### config.mk
export PLATFORM = sky130hd
export DESIGN_NAME = tlru_ram
export DESIGN_NICKNAME = d
export VERILOG_FILES = /design/src/hw/rtl/tlru_ram.sv
export SDC_FILE = /design/constraint.sdc
export NUM_CORES = 1
export LEC_CHECK = 0
export BUFFER_PORTS_ARGS = -buffer_cell sky130_fd_sc_hd__buf_2
export CELL_PAD_IN_SITES_DETAIL_PLACEMENT = 1
export CELL_PAD_IN_SITES_GLOBAL_PLACEMENT = 2
export CORE_MARGIN = 2
export CORE_UTILIZATION = 48
export CTS_CLUSTER_DIAMETER = 100
export DETAILED_ROUTE_END_ITERATION = 10
export HOLD_SLACK_MARGIN = 0.12
export PLACE_DENSITY_LB_ADDON = 0.1
export REMOVE_ABC_BUFFERS = 1
export SYNTH_ARGS = -nofsm -noshare
export SYNTH_HDL_FRONTEND = slang
export SYNTH_SLANG_ARGS = --single-unit
### constraint.sdc
create_clock -name clk -period 2 [get_ports clk]
set_input_delay 0.2 -clock clk [delete_from_list [all_inputs] [get_ports clk]]
set_output_delay 0.2 -clock clk [all_outputs]
set_load 0.05 [all_outputs]
### src/hw/rtl/tlru_ram.sv
// ----------------------------------------------------------------------------
// tlru_ram
// Generic simple dual-port RAM: one write port, one read port, registered read.
// ----------------------------------------------------------------------------
module tlru_ram #(
    parameter int WIDTH = 8,
    parameter int DEPTH = 16
) (
    input  logic                                        clk,
    input  logic                                        wr_en,
    input  logic [((DEPTH > 1) ? $clog2(DEPTH) : 1)-1:0] wr_addr,
    input  logic [WIDTH-1:0]                            wr_data,
    input  logic                                        rd_en,
    input  logic [((DEPTH > 1) ? $clog2(DEPTH) : 1)-1:0] rd_addr,
    output logic [WIDTH-1:0]                            rd_data
);

    logic [WIDTH-1:0] mem [DEPTH];

    always_ff @(posedge clk)
    begin
        if (wr_en)
        begin
            mem[wr_addr] <= wr_data;
        end
        if (rd_en)
        begin
            rd_data <= mem[rd_addr];
        end
    end

endmodule

======== Word-level counts from Yosys, hierarchy flattened ========
Memories as Yosys holds them, arrays and structs flattened. A register that Yosys moved wholly into a read port is not among the register bits.
Index checks and enable logic that the tools add are counted.
word-level totals
  register bits after elaboration ......... 0
  memory bits (writable) .................. 128
  bits of input ports ..................... 19
  output and inout bits ................... 8
  word-level logic and storage cells ...... 3
  memories ................................ 1
cells by class
  multiplexer cells ....................... 2
memory list
  memory  words  bits a word  read ports  clocked after Yosys merged registers in  write ports  RTL line  text
  mem     16     8            1           1                                        1            18        logic [WIDTH-1:0] mem [DEPTH];
operators with widths
  kind               count
  two-way mux 1 bit  2

======== Logic depth before layout (Yosys ltp) ========
  depth in word-level cells ............... 2
  depth in mapped cells ................... 5
  gate-level depth less buffers ........... 3

======== Worst setup path after synthesis ========
OpenSTA, ideal clock, no wires.
  path type ............................... input -> register
  start ................................... in wr_addr[2] (netlist bit)
  end ..................................... mem mem[0][0], enable pin
  library setup time ...................... 0.383 ns
  arrival time ............................ 1.310 ns
  data required time ...................... 1.617 ns
  path slack .............................. 0.307 ns
  stages on the path ...................... 2
  buffers on the path ..................... 0
  cell sequence ........................... or3b_2 -> nor3_1
RTL lines
  what             RTL line  text
  start, declared  11        input logic [((DEPTH > 1) ? $clog2(DEPTH) : 1)-1:0] wr_addr,
  end, declared    18
No word-level cell before the write port.

==> reports/results.ini <==
[drt]
avgRoutedWirePerCell_um=24.2
ant_nets=0
drtPass1Iterations=4
drt_iter0_markers=157
viasPerCell=5.57
route.detailed.drc=0
routed_wirelength_mm=10.8
routed-via-count=2488

[clock_network]
ctsHtreeMaxLevel=4
clock_latency_ps=510
path_clk_slew_ps=60
cts_buffer_depth=2
post_cts_buffers=0
cts_tree=yes
clock_sinks=136
numCtsBuffers=17
clock-root-buffer=clkbuf_8

[sta]
relSlewSlack_pct=66.2
tns_ps=0
maxSlewViolCount=0
rsz0062_at_grt=no
fin_crit_ps=1550
clock.fmax_mhz=646
hold_viol_final=0
setup_viol=0
worst_slew_pin_slew_ps=507
post-route-period-util_pct=77.4
fin_skew_ps=5.69

[worst_setup_path]
cp.arrival_ps=1800
crit_type=register to register
rr_worst_depth=3
end_kind=register
reg2reg_from=mem[2][4]
crit_start=mem[2][4]
cp.required_ps=2250
crit_fanout=1
startpoint_type=register

[cells_and_area]
syn2layout_area_growth_pct=20.8
final_cells=447
drive_gt1_share_pct=30.3
diodes=0
layout.nets=313

[status]
status=finished, final reports clean

[grt]
grt-ovfl-total=0
grt_pass1_vias=2660
grt_first_pass_wirelength_mm=16.5
antenna_found_initial=0
track_usage_pct=20.8
grt_max_degree=33

[floorplan]
coreArea_sq_um=10700
start_util_pct=48.6
ios=27
fp.dieW_um=108
die-area_sq_um=11700
rows=38
die_h_um=108

[yosys]
syn_area_sq_um=5230
synthSimpleGateAreaFrac_pct=3.14
synthAdderAreaFrac_pct=0
synth_xor_area_share_pct=0
synth-compound-area-share_pct=2.30
synth.avg_cell_area_sq_um=22.8
muxShareOfSynthArea_pct=14.8
synth_top_area_share_pct=78.1
yosysTopAreaCell=edfxtp_1
yosys.cell_types.count=18
synth_top_family_by_area=multiplexers
syn_inst=229
yosysWarningCount=0
ys_ff_latch=136
synth_area_leaders=edfxtp_1, mux4_2, mux4_1, a22oi_1, nor2_1
synth-seq-area-share_pct=78.1

[min_path]
min-delay-start=wr_addr[0]
hold_depth=3
hold_class=input pin to register

[place]
dpl.cell_count=406
portBuffers=26
hpwl_mm=6.81
routabilityCongestion=0.703

[power_and_ir_drop]
power.density_nw_per_um2=1060
ir_worst_vdd_v=0.000663
leakagePower_nw=2.16

[job]
max-cap-violations=0

[per-stage QoR]
stage	power, mW	setup WS, ps	cell area (sq um)	util (%)	hold slack [ps]
global placement	3.63	241	5640	52.5	583
finish	6.67	453	6310	58.8	250
global route	6.87	395	6310	58.8	243
CTS	6.73	430	6310	58.8	223
detailed placement	3.64	204	5640	52.5	599
floorplan	3.46	307	5140	-	299
[final cells by class]
class,instances,area [sq um]
Clock buffer,21,429
Fill cell,937,4430
Multi-Input combinational cell,83,1060
Tap cell,140,175
Clock inverter,11,154
Timing Repair Buffer,56,415
Sequential cell,136,4080
[logic make-up after synthesis]
kind of cell,count (synthesis)
flops,136
mux,32
buf+inv,10
compound gates,16
simple gates,35
[power breakdown]
group          switching [mW]  internal [mW]
clock                    1.07           2.00
combinational           0.219          0.143
sequential             0.0188           3.21
total                    1.31           5.36
[cell usage after synthesis, drive strengths merged]
master	number
and2b	1
a22oi	16
buf	7
nor2	13
nand3b	2
nand2b	2
mux4	32
and2	1
clkdlybuf4s25	3
nand2	9
edfxtp	136
nand3	1
nor3	4
nor2b	1
or3b	1
[state kept, by name, summed over array words and instances, names as in the netlist]
register	flops
rd_data	8
mem	128
[placed cells by master, fill, tap and decap left out, types with 2 or more instances in the layout]
master / netlist / final
clkinv_2: 0 / 6
nor3_1: 4 / 4
buf_2: 3 / 26
nor2_1: 13 / 13
mux4_1: 14 / 14
buf_12: 0 / 3
nand2b_1: 2 / 2
a22oi_1: 16 / 16
nand2_1: 9 / 9
nand3b_1: 2 / 2
edfxtp_1: 136 / 136
bufinv_16: 0 / 4
dlygate4sd3_1: 0 / 9
buf_4: 1 / 18
clkbuf_16: 0 / 16
mux4_2: 18 / 18
clkbuf_1: 0 / 4
[critical path, stage by stage, from the launching register on]
cell,delay [ps]
edfxtp_1,420
mux4_2,500
a22oi_1,260
nand2_1,100
[layer usage]
| metal | wire, um | track usage [%] | vias to the layer above |
|---|---|---|---|
| li1 | - | - | 1111 |
| met1 | 4890 | 28.0 | 1309 |
| met2 | 5410 | 32.8 | 59 |
| met3 | 404 | 5.73 | 9 |
| met4 | 123 | 7.69 | 0 |
| met5 | 0 | 0 | - |
[final timing paths]
path	to	slack (ps)
max	rd_data[4]	450
min	mem[0][1]	250
max reg2reg	rd_data[4]	450
min reg2reg	rd_data[1]	750
[repair_timing]
item,CTS,global route
resized for setup,0,0
hold buffers,9,0
hold endpoints to repair,136,0
No activity file was read; power rests on OpenSTA's default activity.
