--- src/hw/rtl/tlru_pkg.sv ---
// ----------------------------------------------------------------------------
// tlru_pkg
// Shared types and constants of the two-way LRU tag store and its counters.
// ----------------------------------------------------------------------------
package tlru_pkg;

    localparam int MAX_SET_BITS_DEF = 10;
    localparam int WAY_COUNT        = 2;
    localparam int TAG_W            = 64;
    localparam int ADDR_W           = 64;
    localparam int CNT_W            = 32;
    localparam int CFG_W            = 4;
    localparam int FUNC_W           = 2;

    localparam logic [FUNC_W-1:0] FUNC_READ  = 2'd0;
    localparam logic [FUNC_W-1:0] FUNC_WRITE = 2'd1;
    localparam logic [FUNC_W-1:0] FUNC_FLUSH = 2'd2;
    localparam logic [FUNC_W-1:0] FUNC_CLEAR = 2'd3;

    localparam logic CFG_OFFSET_BITS = 1'b0;
    localparam logic CFG_SET_BITS    = 1'b1;

    localparam logic [CFG_W-1:0] OFFSET_BITS_RESET = 4'd6;
    localparam logic [CFG_W-1:0] SET_BITS_RESET    = 4'd8;

    // per-set state word: LRU (next victim) bit and one valid bit per way
    typedef struct packed {
        logic                 lru;
        logic [WAY_COUNT-1:0] valid;
    } set_state_t;

    typedef logic [WAY_COUNT-1:0][TAG_W-1:0] tag_row_t;

    typedef struct packed {
        logic [CNT_W-1:0] read_acc;
        logic [CNT_W-1:0] read_miss;
        logic [CNT_W-1:0] write_acc;
        logic [CNT_W-1:0] write_miss;
    } counts_t;

    typedef struct packed {
        logic              en;
        logic [FUNC_W-1:0] func;
        logic              miss;
    } stat_upd_t;

endpackage

--- src/hw/rtl/tlru_stats.sv ---
// ----------------------------------------------------------------------------
// tlru_stats
// Wrapping access and miss counters, with clear.
// ----------------------------------------------------------------------------
module tlru_stats
    import tlru_pkg::*;
(
    input  logic      clk,
    input  logic      rst_n,
    input  stat_upd_t upd,
    output counts_t   counts_next
);

    counts_t counts_reg;

    always_comb
    begin
        counts_next = counts_reg;
        if (upd.en)
        begin
            unique case (upd.func)
                FUNC_READ:
                begin
                    counts_next.read_acc = counts_reg.read_acc + CNT_W'(1);
                    if (upd.miss)
                    begin
                        counts_next.read_miss = counts_reg.read_miss + CNT_W'(1);
                    end
                end
                FUNC_WRITE:
                begin
                    counts_next.write_acc = counts_reg.write_acc + CNT_W'(1);
                    if (upd.miss)
                    begin
                        counts_next.write_miss = counts_reg.write_miss + CNT_W'(1);
                    end
                end
                FUNC_FLUSH:
                begin
                    counts_next = counts_reg;
                end
                FUNC_CLEAR:
                begin
                    counts_next = '0;
                end
            endcase
        end
    end

    always_ff @(posedge clk or negedge rst_n)
    begin
        if (!rst_n)
        begin
            counts_reg <= '0;
        end
        else
        begin
            counts_reg <= counts_next;
        end
    end

endmodule

--- config.mk ---
export PLATFORM = sky130hd
export DESIGN_NAME = tlru_stats
export DESIGN_NICKNAME = d
export VERILOG_FILES = /design/src/hw/rtl/tlru_pkg.sv /design/src/hw/rtl/tlru_stats.sv
export SDC_FILE = /design/constraint.sdc
export NUM_CORES = 1
export LEC_CHECK = 0
export BUFFER_PORTS_ARGS = -buffer_cell sky130_fd_sc_hd__buf_2
export CAP_MARGIN = 5
export CORE_ASPECT_RATIO = 0.6
export CORE_MARGIN = 10
export CORE_UTILIZATION = 50
export CTS_BUF_LIST = sky130_fd_sc_hd__clkbuf_16
export CTS_CLUSTER_DIAMETER = 60
export DETAILED_ROUTE_END_ITERATION = 8
export GPL_TIMING_DRIVEN = 1
export PLACE_DENSITY_LB_ADDON = 0.25
export SLEW_MARGIN = 10
export SYNTH_ARGS = -nofsm -noshare
export SYNTH_HDL_FRONTEND = slang
export SYNTH_SLANG_ARGS = --single-unit
--- constraint.sdc ---
create_clock -name clk -period 3.7 [get_ports clk]
set_clock_uncertainty 0.05 [all_clocks]
set_input_delay 0.37 -clock clk [delete_from_list [all_inputs] [get_ports clk]]
set_output_delay 0.37 -clock clk [all_outputs]
set_load 0.03 [all_outputs]
== Word-level counts from Yosys, hierarchy flattened ==
Index checks and enable logic that the tools add are counted.

* Bits in registers: 128
* Input bits: 6
* Output and inout bits: 128
* Word-level logic and storage cells: 16

* Add/sub/neg operators: 4
* Equal/unequal tests: 2
* Mux-type cells: 5
* Reduce and logical (&&, ||, !) cells: 1

{| class="wikitable"
|+ Operators by type and width
! cell !! count
|-
| one-hot mux 64 bit (2 select lines) || 2
|-
| adder 32 x 1 -> 32 bit, second input constant || 4
|-
| two-way mux 128 bit || 1
|-
| two-way mux 32 bit || 2
|-
| equality test 2 x 1 -> 1 bit, second input constant || 1
|-
| equality test 2 bit, second input constant || 1
|-
| logical NOT 2 bit || 1
|}

== Longest topological paths before layout ==
* Depth in word-level cells: 4
* Mapped depth: 9
* Mapped depth without buffers: 7

== Worst setup path before layout ==
OpenSTA, ideal clock, no wires.

* Path kind: input to output
* Start point: input upd[1] (netlist bit)
* End point: output counts_next[109] (netlist bit)
* Data arrival time: 2.497 ns
* Required time: 3.280 ns
* Path slack: 0.783 ns
* Cell stages on the path: 8
* Buffers on the path: 2
* Cells stage by stage: inv_1 ha_1 nand2b_4 buf_6 or4b_4 buf_6 or3_1 a21oi_1

{| class="wikitable"
|+ RTL lines
! item !! line !! text
|-
| start, declared || tlru_stats.sv:10 || <nowiki>input stat_upd_t upd,</nowiki>
|-
| end, declared || tlru_stats.sv:11 || <nowiki>output counts_t counts_next</nowiki>
|}

==> metrics <==
outcome completed; GP Congestion 0.8251; Final Net Count 882; minimum clock period 3211 ps; Syn Area/Cell 9.243 µm²; Sequential Power Share 42.1%; max reg flops 128; critical path arrival 2790 ps; share of the synthesized area in the top cell type 46.90%; pre-CTS worst setup slack 697.6 ps; H-tree depth 4; post-synthesis net count 752; Cell Int Power 0.002574 W; CTS tree done; Skew-Pair Late Insertion Delay 410 ps; Fillers 1100; Post-Syn Area 6830 µm²; Setup CP Type flop to output port; register area 3203 µm²; Layout Cells excl Fill 1052; port bufs 133; post-synthesis cell type count 50; Die Wd 170.9 µm; CTS sink cnt 128; synthesis-stage register bit count 128; cts hold-fix bufs 0; PD cells 421.6 nW/µm²; FF-to-FF End counts_reg[95]; vias in the first global route 6199; R2R cell count 5; slew margin rel. 43.35%; Max Slew Vio Count 0; footprint of the multi-input gates 3410 µm²; 1st-iter DRT viols 541; layout cells sized above 1 21.66%; Pleak 3.897 nW; Starting Density 52.17%; All-Layer GR Usage 20.48%; area delta synth->final 21.08%; yosys warns 0; sw frac 26.19%; largest net degree at the start of global routing 68; Max FO, Critical Path 7; ANT cells 0; clock root buffer clkbuf_16; Logic pwr share 8.1%; Inserted Clock Buffers 17; DP HPWL 14240 µm; Post-Synthesis Cells 739; sequential element share of the synthesized area 46.90%; asr flop ratio synth 100.0%; core area 13090 µm²; Top FF cell, synth dfrtp_1; top-count cell post-synth dfrtp_1; synth cell count leaders 128 x dfrtp_1, 86 x nand2_1, 74 x nor2_1, 67 x nand3_1, 43 x o21ai_0; Slew @ Worst Pin 849.7 ps; Setup Fix Bufs, Post-CTS 0; Die Ht 110.5 µm; Peak VDD IR 0.2363 mV; RSZ-0062 raised after global routing no; clk buf depth 2; CP endpoint counts_next[28]; Area contributors post-synth dfrtp_1 47%, nand3_1 4.9%, nand2_1 4.7%; Post-Route WL 19500 µm; crit path launch counts_reg[5]; Final Hold Fails 0; vias per inst 5.945; area leader, netlist dfrtp_1; first-pass iteration count of the detailed router 5; Worst EP required 3280 ps; Final period util 86.78%; total gr overflow 0; # IOs 134; Worst Hold Class input port to async pin; cts repair resizes 0; placed cell count 1020; worst setup margin 489.2 ps; final setup TNS 0 ps; R2R Setup Slk 1420 ps; number of synthesized flops with an enable pin 0; Power, Total 0.003487 W; wire per inst 18.54 µm; endpoint class of the critical path output port; post-route ant nets 0; row cnt 32; switching pwr 0.0009133 W; final setup vio count 0; max_cap viols 0; reg2reg start counts_reg[75]; DRC violations left 0; vias 6254; Die Area 18890 µm²; startpoint types flop; final core occ 63.17%; FMAX 311.5 MHz; clk slew on worst S/H paths 70 ps; initial antenna violation count 0; global-route wire length before repair 32040 µm; clock power share 49.8%
stage by stage:
stage / hold WS, ps / instance area [µm²]
4_1_cts: 43.01 / 8270
5_1_grt: 80.95 / 8270
2_1_floorplan: 24.41 / 6830
6_report: 0.7035 / 8270
3_5_place_dp: 443.1 / 7660
3_3_place_gp: 428.1 / 7660
layout make-up:
type / count / area share (%)
clock inverter: 15 / 2.239
clock buffer: 17 / 5.144
tap: 170 / 2.572
sequential: 128 / 38.73
inverter: 21 / 0.9531
timing repair buffer: 143 / 9.138
multi-input combinational: 558 / 41.23
layout by cell type, fill, tap and decap left out, types with 5 or more instances in the layout:
cell type / n
a21oi_1: 17
a22o_1: 8
a31oi_1: 6
and2_1: 6
and3_1: 7
and4_1: 9
buf_2: 132
buf_4: 10
clkbuf_16: 17
dfrtp_1: 128
ha_1: 7
inv_1: 21
mux2i_1: 28
nand2_1: 86
nand3_1: 67
nand4_1: 35
nor2_1: 73
nor2b_1: 8
nor3_1: 17
nor4_1: 17
o211ai_1: 12
o21ai_0: 43
o31ai_1: 17
or2_2: 5
or3_1: 9
xnor2_1: 29
xor2_1: 13
kinds of logic (layout without fill, tap and decap cells):
family,count (synthesis),after routing,share of synthesized area [%]
AND/OR/NAND/NOR,364,364,28.08
flip-flops,128,128,46.90
AO/OA/AOI/OAI,116,116,10.79
buffers and inverters,53,196,3.297
XOR/XNOR,42,42,5.386
multiplexers,29,29,4.268
adder cells (fa/ha/maj),7,7,1.282
worst max-delay path, stage by stage, from the launching register on:
cell and delay, ps:
dfrtp_1 490, nand4_4 190, nor4_2 500, nand3_1 280, or4b_1 550, o211ai_1 120, buf_2 240
power by group through the flow:
stage                     combinational [W]  sequential, W  clock, W
final                              0.000282        0.00147   0.00174
after global routing               0.000314        0.00147   0.00182
after CTS                          0.000284        0.00147   0.00176
after detailed placement           0.000283        0.00149         0
after global placement             0.000274        0.00149         0
after floorplan                    0.000176        0.00148         0
how the worst min path moves through the flow:
stage	end	cells after the start
after floorplan	counts_reg[0]	0
after global placement	counts_reg[63]	1
after detailed placement	counts_reg[58]	1
after CTS	counts_reg[49]	1
after global routing	counts_reg[49]	1
final	counts_reg[49]	1
layer usage:
layer	vias up	routed length, µm	GRT usage, %
met2	263	8686	30.57
met1	3003	9122	28.43
met4	0	223	5.909
met5	-	0	0
met3	26	1466	5.467
li1	2962	-	-
Power figures use the tool's default switching activity.
