$ cat src/hw/rtl/tlru_pkg.sv
// ----------------------------------------------------------------------------
// tlru_pkg
// Shared types and constants of the two-way LRU tag store and its counters.
// ----------------------------------------------------------------------------
package tlru_pkg;

    localparam int MAX_SET_BITS_DEF = 10;
    localparam int WAY_COUNT        = 2;
    localparam int TAG_W            = 64;
    localparam int ADDR_W           = 64;
    localparam int CNT_W            = 32;
    localparam int CFG_W            = 4;
    localparam int FUNC_W           = 2;

    localparam logic [FUNC_W-1:0] FUNC_READ  = 2'd0;
    localparam logic [FUNC_W-1:0] FUNC_WRITE = 2'd1;
    localparam logic [FUNC_W-1:0] FUNC_FLUSH = 2'd2;
    localparam logic [FUNC_W-1:0] FUNC_CLEAR = 2'd3;

    localparam logic CFG_OFFSET_BITS = 1'b0;
    localparam logic CFG_SET_BITS    = 1'b1;

    localparam logic [CFG_W-1:0] OFFSET_BITS_RESET = 4'd6;
    localparam logic [CFG_W-1:0] SET_BITS_RESET    = 4'd8;

    // per-set state word: LRU (next victim) bit and one valid bit per way
    typedef struct packed {
        logic                 lru;
        logic [WAY_COUNT-1:0] valid;
    } set_state_t;

    typedef logic [WAY_COUNT-1:0][TAG_W-1:0] tag_row_t;

    typedef struct packed {
        logic [CNT_W-1:0] read_acc;
        logic [CNT_W-1:0] read_miss;
        logic [CNT_W-1:0] write_acc;
        logic [CNT_W-1:0] write_miss;
    } counts_t;

    typedef struct packed {
        logic              en;
        logic [FUNC_W-1:0] func;
        logic              miss;
    } stat_upd_t;

endpackage

$ cat src/hw/rtl/tlru_addr_split.sv
// ----------------------------------------------------------------------------
// tlru_addr_split
// Splits a byte address into set index and tag from the configured offset
// and set bit counts.
// ----------------------------------------------------------------------------
module tlru_addr_split
    import tlru_pkg::*;
#(
    parameter int MAX_SET_BITS = MAX_SET_BITS_DEF
) (
    input  logic [ADDR_W-1:0]                                   address,
    input  logic [CFG_W-1:0]                                    offset_bits,
    input  logic [CFG_W-1:0]                                    set_bits,
    output logic [((MAX_SET_BITS > 0) ? MAX_SET_BITS : 1)-1:0]  index,
    output logic [TAG_W-1:0]                                    tag
);

    localparam int IDX_W = (MAX_SET_BITS > 0) ? MAX_SET_BITS : 1;

    logic [4:0]        sb;
    logic [ADDR_W-1:0] mask;
    logic [ADDR_W-1:0] idx_full;

    // saturate the set bit count at the built maximum
    assign sb       = (5'(set_bits) > 5'(MAX_SET_BITS)) ? 5'(MAX_SET_BITS) : 5'(set_bits);
    assign mask     = (ADDR_W'(1) << sb) - ADDR_W'(1);
    assign idx_full = (address >> offset_bits) & mask;
    assign index    = idx_full[IDX_W-1:0];
    assign tag      = TAG_W'(address >> (6'(offset_bits) + 6'(sb)));

endmodule

$ cat config.mk
export PLATFORM = sky130hd
export DESIGN_NAME = tlru_addr_split
export DESIGN_NICKNAME = d
export VERILOG_FILES = /design/src/hw/rtl/tlru_pkg.sv /design/src/hw/rtl/tlru_addr_split.sv
export SDC_FILE = /design/constraint.sdc
export NUM_CORES = 1
export LEC_CHECK = 0
export BUFFER_PORTS_ARGS = -buffer_cell sky130_fd_sc_hd__buf_2
export CAP_MARGIN = 5
export CORE_MARGIN = 2
export CORE_UTILIZATION = 50
export DETAILED_ROUTE_END_ITERATION = 6
export MAX_ROUTING_LAYER = met4
export PLACE_DENSITY = 0.8
export REMOVE_ABC_BUFFERS = 1
export SLEW_MARGIN = 10
export SYNTH_ARGS = -nofsm -noshare
export SYNTH_HDL_FRONTEND = slang
export SYNTH_SLANG_ARGS = --single-unit
$ cat constraint.sdc
create_clock -name vclk -period 5.5
set_input_delay 1.1 -clock vclk [all_inputs]
set_output_delay 1.1 -clock vclk [all_outputs]
set_load 0.005 [all_outputs]
# Yosys cells after proc, flatten, opt, wreduce, memory -nomap -nowiden
# Cells that the tools add are included.
totals:
  register_bits: 0
  input_bits: 72
  out_inout_bits: 74
  wordCells: 8
op_classes:
  n_addsub: 2
  order_cmp: 1
  n_shift: 3
  muxes: 1
  bitwise: 1
op_table:
  columns: ["operator", "n"]
  rows:
  - ["64-bit by 4-bit right shift with 10-bit output", 1]
  - ["64-bit by 5-bit right shift with 64-bit output", 1]
  - ["10-bit AND", 1]
  - ["1-bit by 4-bit << shifter with 10-bit output (first input constant)", 1]
  - ["10-bit by 2-bit subtractor with 10-bit output (second input constant)", 1]
  - ["4-bit by 4-bit adder with 5-bit output", 1]
  - ["4-bit > comparator (second input constant)", 1]
  - ["4-bit two-way mux", 1]

# Logic depth before layout (Yosys ltp)
# Gate-level depths: netlist of run 1.
depth:
  ltp_word: 5
  depth_mapped: 13
  ltp_nobuf: 9

# Least setup slack after synthesis of run 1
# Ideal clock, no wire load.
synth_timing:
  path_type: "input port to output port"
  from: "in set_bits[3]"
  to: "out tag[39]"
  arrival_ps: 3860
  t_required_ps: 4400
  path_slack_ps: 540
  stages: 10
  path_buffers: 1
  cell_sequence: "clkbuf_1 -> o21ai_0 -> and2_1 -> ha_1 -> fa_1 -> xor2_4 -> mux4_2 -> or2_1 -> o211ai_1 -> a21bo_2"
synth_via:
  elab_chain_cells: 4
synth_rtl:
  columns: ["element", "line", "rtl"]
  rows:
  - ["start, declared", "tlru_addr_split.sv:13", "input logic [CFG_W-1:0] set_bits,"]
  - ["4-bit > comparator", "tlru_addr_split.sv:25", "assign sb = (5'(set_bits) > 5'(MAX_SET_BITS)) ? 5'(MAX_SET_BITS) : 5'(set_bits);"]
  - ["4-bit two-way mux (*)", "tlru_addr_split.sv:25", null]
  - ["4-bit by 4-bit adder with 5-bit output (*)", "tlru_addr_split.sv:29", "assign tag = TAG_W'(address >> (6'(offset_bits) + 6'(sb)));"]
  - ["64-bit by 5-bit right shift with 64-bit output (*)", "tlru_addr_split.sv:29", null]
  - ["end, declared", "tlru_addr_split.sv:15", "output logic [TAG_W-1:0] tag"]
# Every way passes the cells marked *; elsewhere a longest branch is shown, timed or not.

# Worst setup path in the final report of run 1
layout_timing:
  from: "in set_bits[3]"
  to: "out tag[15]"
# Same word-level chain as after synthesis.

==> qor.yml, run 1 <==
die:
  row_count: 35
  dieArea_sq_um: 10100
  die_y_um: 101
  die_w_um: 101
  core-area_sq_um: 9150
  start_util: 0.510
  pin_count: 146
global_route:
  antenna_found_initial: 0
  grt_pass1_wl_um: 23300
  grt_max_degree: 63
  overflow: 0
  grt_pass1_vias: 4635
  grt_usage: 0.289
synth:
  synth.top_cells.by_count: "mux2i_1, nand2_1, mux2_2, mux4_2, o21ai_0"
  synth_top_area_share: 0.257
  yosysMostFrequentCell: "mux2i_1"
  netlist_area_sq_um: 4670
  syn_inst: 550
  ys_top_cells_by_area: "mux2i_1, mux4_2, mux2_2"
  ys_warn_count: 0
  yosysUniqueCellTypes: 47
  yosys.area.top_type: "mux2i_1"
  seq_area_frac_synth: 0
  synth.avg_cell_area_sq_um: 8.49
route:
  drt_pre_antenna_iters: 5
  finalWirelength_um: 15100
  postRouteAntennaNets: 0
  vias: 4983
  drc: 0
  drt_iter0_drc: 310
  wl_per_cell_um: 19.7
  vias_per_cell: 6.51
timing:
  maxSlewViolCount: 0
  max_slew_margin: 0.239
  fin_setup_tns_ns: 0
  finalHoldViolCount: 0
  setup_ws_ns: 0.276
  fmax_ghz: 0.191
  finalCritPeriodShare: 0.950
  hold_ws_ns: 2.62
  grt_setup_unrepaired: "no"
  worst_slew_pin_slew_ns: 1.14
  setup_violations: 0
  fin_crit_ns: 5.22
finish:
  diodes: 0
  design.seq.count: 0
  drive_above_1_share: 0.421
  final-instance-count-excl-fill: 766
  fin_area_sq_um: 5410
  seq_area_sq_um: 0
  nFillCells: 832
  nets: 735
  finalCoreUtilization: 0.591
  syn_to_final_growth_pct: 15.8
  clock_buffers: 0
  multiInputGateArea_sq_um: 4360
status:
  status: "completed"
worst_setup_path:
  crit_slowest_cell: "ha_4"
  critPathLaunchType: "input pin"
  crit_path_end_kind: "output pin"
  timing.critical_path.buf_inv: 3
  crit_arrival_ns: 4.12
  critPathKind: "input pin to output pin"
  cp_common_cell: "mux2i_1"
  cp_max_fo: 36
  cp.required_ns: 4.40
  slowest_delay_ns: 0.58
  path_cells: "buf_2, o21ai_0, and2_1, ha_4, buf_4, mux2_2, mux2i_1, mux2i_1, o21ai_0, mux2i_1, buf_2"
  critical-path-top-delay-family: "multiplexers"
place:
  dpl.hpwl_um: 12000
  pre_cts_slack_ns: 0.354
  dp.cells: 766
  port_buffers: 146
  dpl-instance-area_sq_um: 5410
  gp_congestion: 1.01
cts:
  ctsResizeCount: 0
  cts.hold.buffers_added: 0
  cts_setup_buffers: 0
worst_hold_path:
  hold_class: "input pin to output pin"
  worstHoldEndpoint: "index[7]"
  hp-start: "set_bits[3]"
  hold_path_depth: 3
power_and_ir_drop:
  power.density_nw_per_um2: 225
  static-leakage-power_nw: 2.51
  ir_worst_vdd_uv: 137
  total_power_mw: 1.22
flow_run:
  cap_violations: 0
## final cells by class
class,instances,share of cell area
inverter,3,0.00208
multi-input combinational,489,0.806
tap,111,0.0257
timing repair buffer,163,0.166
## cells in the final DEF, fill, tap and decap left out, types with 3 or more instances in the layout
master and instances:
and2_1 4, mux4_2 42, o22ai_1 4, nor3_1 10, o211ai_1 9, a221oi_2 3
nor2_1 37, buf_12 3, buf_4 14, a221oi_1 5, ha_1 4, a21o_1 5
and3_1 7, mux2_2 55, o21ai_0 38, o21ai_1 5, mux2i_1 120, nand3_1 13
buf_2 146, nand2_1 66, a211oi_1 7, a21oi_1 20, nor2b_1 5
## routing by layer
| layer | track usage | routed length [um] | share of wire |
|---|---|---|---|
| met2 | 0.472 | 7410 | 0.49 |
| met5 | - | 0 | 0 |
| met4 | 0.0611 | 276 | 0.018 |
| met1 | 0.395 | 6380 | 0.42 |
| met3 | 0.0229 | 990 | 0.066 |
## where the power goes
group          switching (mW)  internal [mW]
Combinational           0.650          0.568
Clock                       0              0
Sequential                  0              0
Total                   0.650          0.568
## how the worst max path moves through the flow
stage | cells after the start | endpoint | from
after floorplan | 9 | tag[33] | set_bits[1]
after global placement | 11 | tag[20] | set_bits[3]
after detailed placement | 11 | tag[15] | set_bits[3]
after CTS | 11 | tag[15] | set_bits[3]
after global routing | 12 | tag[43] | set_bits[3]
final | 11 | tag[15] | set_bits[3]
## worst min-delay path, delay by kind of cell
family          cells  cell delay (ns)
compound gates      1             0.13
buf+inv             2             0.29
## kinds of logic (layout without fill, tap and decap cells)
| family | Yosys count | after routing | share of synthesized area |
|---|---|---|---|
| adder cells (fa/ha/maj) | 6 | 6 | 0.0177 |
| XOR/XNOR | 5 | 5 | 0.0134 |
| multiplexers | 219 | 219 | 0.604 |
| buffers and inverters | 61 | 166 | 0.0735 |
| AND/OR/NAND/NOR | 147 | 147 | 0.136 |
| AO/OA/AOI/OAI | 112 | 112 | 0.156 |
No activity file was read; power rests on OpenSTA's default activity.
==> run 2: changes to the inputs <==
--- a/config.mk
+++ b/config.mk
@@ -8,10 +8,11 @@
 export BUFFER_PORTS_ARGS = -buffer_cell sky130_fd_sc_hd__buf_2
 export CAP_MARGIN = 5
 export CORE_MARGIN = 2
-export CORE_UTILIZATION = 50
+export CORE_UTILIZATION = 55
 export DETAILED_ROUTE_END_ITERATION = 6
 export MAX_ROUTING_LAYER = met4
-export PLACE_DENSITY = 0.8
+export PLACE_DENSITY = 0.87
+export RECOVER_POWER = 50
 export REMOVE_ABC_BUFFERS = 1
 export SLEW_MARGIN = 10
 export SYNTH_ARGS = -nofsm -noshare
==> run 2 against run 1 <==
Against the previous run: worst hold slack got worse by 0.0090 ns; critical path depth increased by 2; count of clock-buffer cells in the layout unchanged; combinational power about the same; global-route usage increased by 2.6 points; via count increased by 1.8%; critical endpoint is now tag[25].
==> qor.yml, run 2 (same netlist as run 1, synthesis figures left out) <==
power_and_ir_drop:
  ir_worst_vdd_uv: 135  # -1.4%
  total_power_mw: 1.21  # -0.99%
  p_switching_mw: 0.649  # -0.20%
  p_seq_frac: 0  # unchanged
  static-leakage-power_nw: 2.45  # -2.4%
  p_int_mw: 0.557  # -1.9%
  comb_power_share: 1.000  # about the same
  swShare: 0.538  # +0.00425
  power.density_nw_per_um2: 225  # about the same
  p_clk_frac: 0  # unchanged
finish:
  diodes: 0  # unchanged
  design.seq.count: 0  # unchanged
  fin_area_sq_um: 5350  # -0.97%
  final_cell_mix: "buf_2, mux2i_1, nand2_1"
  nets: 734  # -0.14%
  final-instance-count-excl-fill: 759  # -0.91%
  syn_to_final_growth_pct: 14.7
  drive_above_1_share: 0.390  # -0.0315
  finalCoreUtilization: 0.651  # +0.0609
  clock_buffers: 0  # unchanged
  layout_commonest_cell: "buf_2"
  seq_area_sq_um: 0  # unchanged
place:
  dp.cells: 759  # -0.91%
  dpl.hpwl_um: 11600  # -2.7%
  dpl-instance-area_sq_um: 5390  # -0.28%
  gp_congestion: 1.03  # +1.4%
  port_buffers: 146  # unchanged
  pre_cts_slack_ns: 0.350  # -0.00414 ns
global_route:
  grt_pass1_vias: 4536  # -2.1%
  antenna_found_initial: 0  # unchanged
  grt_pass1_wl_um: 22700  # -2.5%
  grt_max_degree: 63  # unchanged
  grt_usage: 0.316  # +0.0262
  overflow: 0  # unchanged
die:
  dieArea_sq_um: 9240  # -8.7%
  start_util: 0.568  # +0.0581
  pin_count: 146  # unchanged
  core-area_sq_um: 8220  # -10%
  row_count: 33  # -5.7%
  die_y_um: 96.1  # -4.5%
  die_w_um: 96.1  # -4.5%
timing:
  fmax_ghz: 0.191  # about the same
  worst_slew_pin_slew_ns: 1.18  # +0.0425 ns
  maxSlewViolCount: 0  # unchanged
  fin_setup_tns_ns: 0  # unchanged
  hold_ws_ns: 2.61  # -0.00899 ns
  finalHoldViolCount: 0  # unchanged
  grt_setup_unrepaired: "no"
  finalCritPeriodShare: 0.951  # about the same
  setup_ws_ns: 0.271  # -0.00507 ns
  setup_violations: 0  # unchanged
  fin_crit_ns: 5.23  # +0.00507 ns
  max_slew_margin: 0.211  # -0.0283
worst_setup_path:
  critical-path-top-delay-family: "buffers and inverters"
  crit_arrival_ns: 4.13  # about the same
  slowest_delay_ns: 0.51  # -0.07 ns
  startpoint: "set_bits[3]"
  crit_slowest_cell: "a221oi_1"
  crit_path_end_kind: "output pin"
  cp_max_fo: 56  # +56%
  cp.depth: 13  # +2
  critPathKind: "input pin to output pin"
  endpoint: "tag[25]"
  timing.critical_path.buf_inv: 4  # +1
  critPathLaunchType: "input pin"
  path_cells: "buf_2, o21ai_0, and2_0, ha_4, fa_2, xor2_4, buf_12, nor2_1, clkbuf_2, a221oi_1, mux2i_1, mux2i_1, buf_2"
  cp.required_ns: 4.40  # about the same
route:
  wl_per_cell_um: 19.7  # +0.16%
  vias: 5073  # +1.8%
  drt_pre_antenna_iters: 5  # unchanged
  vias_per_cell: 6.68  # +2.7%
  drt_iter0_drc: 458  # +48%
  drc: 0  # unchanged
  finalWirelength_um: 14900  # -0.75%
  postRouteAntennaNets: 0  # unchanged
cts:
  cts.hold.buffers_added: 0  # unchanged
  ctsResizeCount: 0  # unchanged
  cts_setup_buffers: 0  # unchanged
flow_run:
  cap_violations: 0  # unchanged
status:
  status: "completed"
worst_hold_path:
  hold_class: "input pin to output pin"
## run 2: cell count changes in the layout (fill, tap and decap cells not counted), sizes merged
cell    previous run  this run
clkbuf             0        21
buf              163       141
## run 2: routing by layer
metal	vias up	wire (um)	track usage
met2	245	7270	0.499
met5	-	0	-
met4	0	205	0.0571
met1	2475	6420	0.448
met3	24	1050	0.0243
li1	2329	-	-
## run 2: final cells by class
cell class | instances | area [sq um]
well taps | 105 | 131
repair buffers | 162 | 863
multi-input cells | 489 | 4350
fillers | 679 | 2860
inverters | 3 | 11.3
## run 2: how the worst min path moves through the flow
| stage | start | endpoint | slack [ns] | cells past startpoint |
|---|---|---|---|---|
| 5_1_grt | set_bits[3] | index[7] | 2.63 | 3 |
| 3_5_place_dp | set_bits[3] | index[7] | 2.61 | 3 |
| 3_3_place_gp | set_bits[3] | index[7] | 2.60 | 3 |
| 4_1_cts | set_bits[3] | index[7] | 2.61 | 3 |
| 2_1_floorplan | offset_bits[2] | index[6] | 2.26 | 1 |
| 6_report | set_bits[3] | index[7] | 2.61 | 3 |
## run 2: power groups by stage
stage	sequential (mW)	clock [mW]	combinational, mW
after floorplan	0	0	0.807
after global placement	0	0	1.17
after detailed placement	0	0	1.19
after CTS	0	0	1.20
after global routing	0	0	1.31
final	0	0	1.21
==> run 3: changes to the inputs <==
--- a/config.mk
+++ b/config.mk
@@ -12,9 +12,7 @@
 export DETAILED_ROUTE_END_ITERATION = 6
 export MAX_ROUTING_LAYER = met4
 export PLACE_DENSITY = 0.87
-export RECOVER_POWER = 50
 export REMOVE_ABC_BUFFERS = 1
-export SLEW_MARGIN = 10
 export SYNTH_ARGS = -nofsm -noshare
 export SYNTH_HDL_FRONTEND = slang
 export SYNTH_SLANG_ARGS = --single-unit
==> run 3 against run 2 <==
Against the previous run: combinational power about the same; worst setup slack improved by 0.034 ns; highest routed layer unchanged; non-clock buffer count unchanged.
==> qor.yml, run 3 (same netlist as run 1, synthesis figures left out) <==
status:
  status: "completed"
route:
  wl_per_cell_um: 19.7  # about the same
  drt_pre_antenna_iters: 5  # unchanged
  vias_per_cell: 6.73  # +0.69%
  postRouteAntennaNets: 0  # unchanged
  vias: 5108  # +0.69%
  finalWirelength_um: 15000  # about the same
  highest_layer: "met4"
  drc: 0  # unchanged
  route.met3.wl_um: 1100  # +4.9%
  drt_iter0_drc: 353  # -23%
  route.met2.wl_um: 7150  # -1.7%
  wl_met1_um: 6400  # -0.33%
finish:
  final_cell_mix: "buf_2, mux2i_1, nand2_1"
  multiInputGateArea_sq_um: 4360  # +0.29%
  clock_buffers: 0  # unchanged
  diodes: 0  # unchanged
  layout_commonest_cell: "buf_2"
  design.seq.count: 0  # unchanged
  drive_above_1_share: 0.420  # +0.0306
  finalCoreUtilization: 0.656  # +0.00457
  syn_to_final_growth_pct: 15.5
  nets: 734  # unchanged
  seq_area_sq_um: 0  # unchanged
  nFillCells: 666  # -1.9%
worst_setup_path:
  crit_arrival_ns: 4.10  # -0.03 ns
  critPathLaunchType: "input pin"
  cp.required_ns: 4.40  # about the same
  cp_max_fo: 56  # unchanged
  critPathKind: "input pin to output pin"
  crit_path_end_kind: "output pin"
timing:
  finalCritPeriodShare: 0.945  # -0.00612
  fin_crit_ns: 5.20  # -0.0337 ns
  fmax_ghz: 0.192  # +0.65%
  grt_setup_unrepaired: "no"
  setup_violations: 0  # unchanged
  maxSlewViolCount: 0  # unchanged
  worst_slew_pin_slew_ns: 1.17  # -0.0172 ns
  finalHoldViolCount: 0  # unchanged
  max_slew_margin: 0.222  # +0.0115
die:
  dieArea_sq_um: 9240  # unchanged
  die_y_um: 96.1  # unchanged
  pin_count: 146  # unchanged
  row_count: 33  # unchanged
  start_util: 0.568  # unchanged
  core-area_sq_um: 8220  # unchanged
  die_w_um: 96.1  # unchanged
global_route:
  grt_pass1_vias: 4536  # unchanged
  antenna_found_initial: 0  # unchanged
  overflow: 0  # unchanged
  grt_max_degree: 63  # unchanged
  grt_usage: 0.316  # unchanged
  grt_pass1_wl_um: 22700  # unchanged
power_and_ir_drop:
  total_power_mw: 1.22  # +1.0%
  power.density_nw_per_um2: 226  # +0.34%
  static-leakage-power_nw: 2.50  # +2.2%
  ir_worst_vdd_uv: 143  # +5.8%
cts:
  cts.hold.buffers_added: 0  # unchanged
  ctsResizeCount: 0  # unchanged
  cts_setup_buffers: 0  # unchanged
worst_hold_path:
  hold_class: "input pin to output pin"
place:
  port_buffers: 146  # unchanged
  gp_congestion: 1.03  # unchanged
  dpl.hpwl_um: 11600  # unchanged
flow_run:
  cap_violations: 0  # unchanged
-- run 3: cell count changes in the layout (fill, tap and decap cells not counted), moves of 2 or more --
cell      change
buf_2        +18
mux2_1        -4
a221oi_2      +2
clkbuf_2      -7
mux2_2        +4
clkbuf_1     -14
buf_4         +3
a221oi_1      -2
-- run 3: final cells by class --
class / count / share of cell area
Multi-Input combinational cell: 489 / 0.809
Timing Repair Buffer: 162 / 0.165
Tap cell: 105 / 0.0244
Inverter: 3 / 0.00209
-- run 3: per-stage QoR --
stage | worst slack [ns] | hold slack (ns) | std cells | area, sq um | TNS [ns]
finish | 0.305 | 2.61 | 759 | 5390 | 0
global route | 0.141 | 2.63 | 759 | 5390 | 0
CTS | 0.344 | 2.61 | 759 | 5390 | 0
detailed placement | 0.350 | 2.61 | 759 | 5390 | 0
global placement | 0.437 | 2.60 | 759 | 5390 | 0
floorplan | -1.07 | 2.26 | 492 | 4340 | -44.57
-- run 3: power by group --
group	internal, mW	switching, mW
clock network	0	0
logic	0.567	0.651
registers	0	0
-- run 3: path summary, 6_finish.rpt --
path,startpoint,endpoint,depth (start not counted)
hold / removal,set_bits[3],index[7],3
setup / recovery,set_bits[3],tag[39],12
-- run 3: routing by layer --
layer | GRT usage | vias to the layer above
met5 | - | -
met4 | 0.0571 | 0
met3 | 0.0243 | 35
met2 | 0.499 | 276
met1 | 0.448 | 2469
li1 | - | 2328
-- run 3: worst max-delay path, cell delays in order --
cell	delay (ns)
buf_2	0.21
o21ai_0	0.15
and2_1	0.21
ha_4	0.17
fa_2	0.42
xor2_4	0.21
buf_12	0.29
mux4_2	0.58
or2_1	0.24
o211ai_1	0.10
a21bo_2	0.25
buf_2	0.12
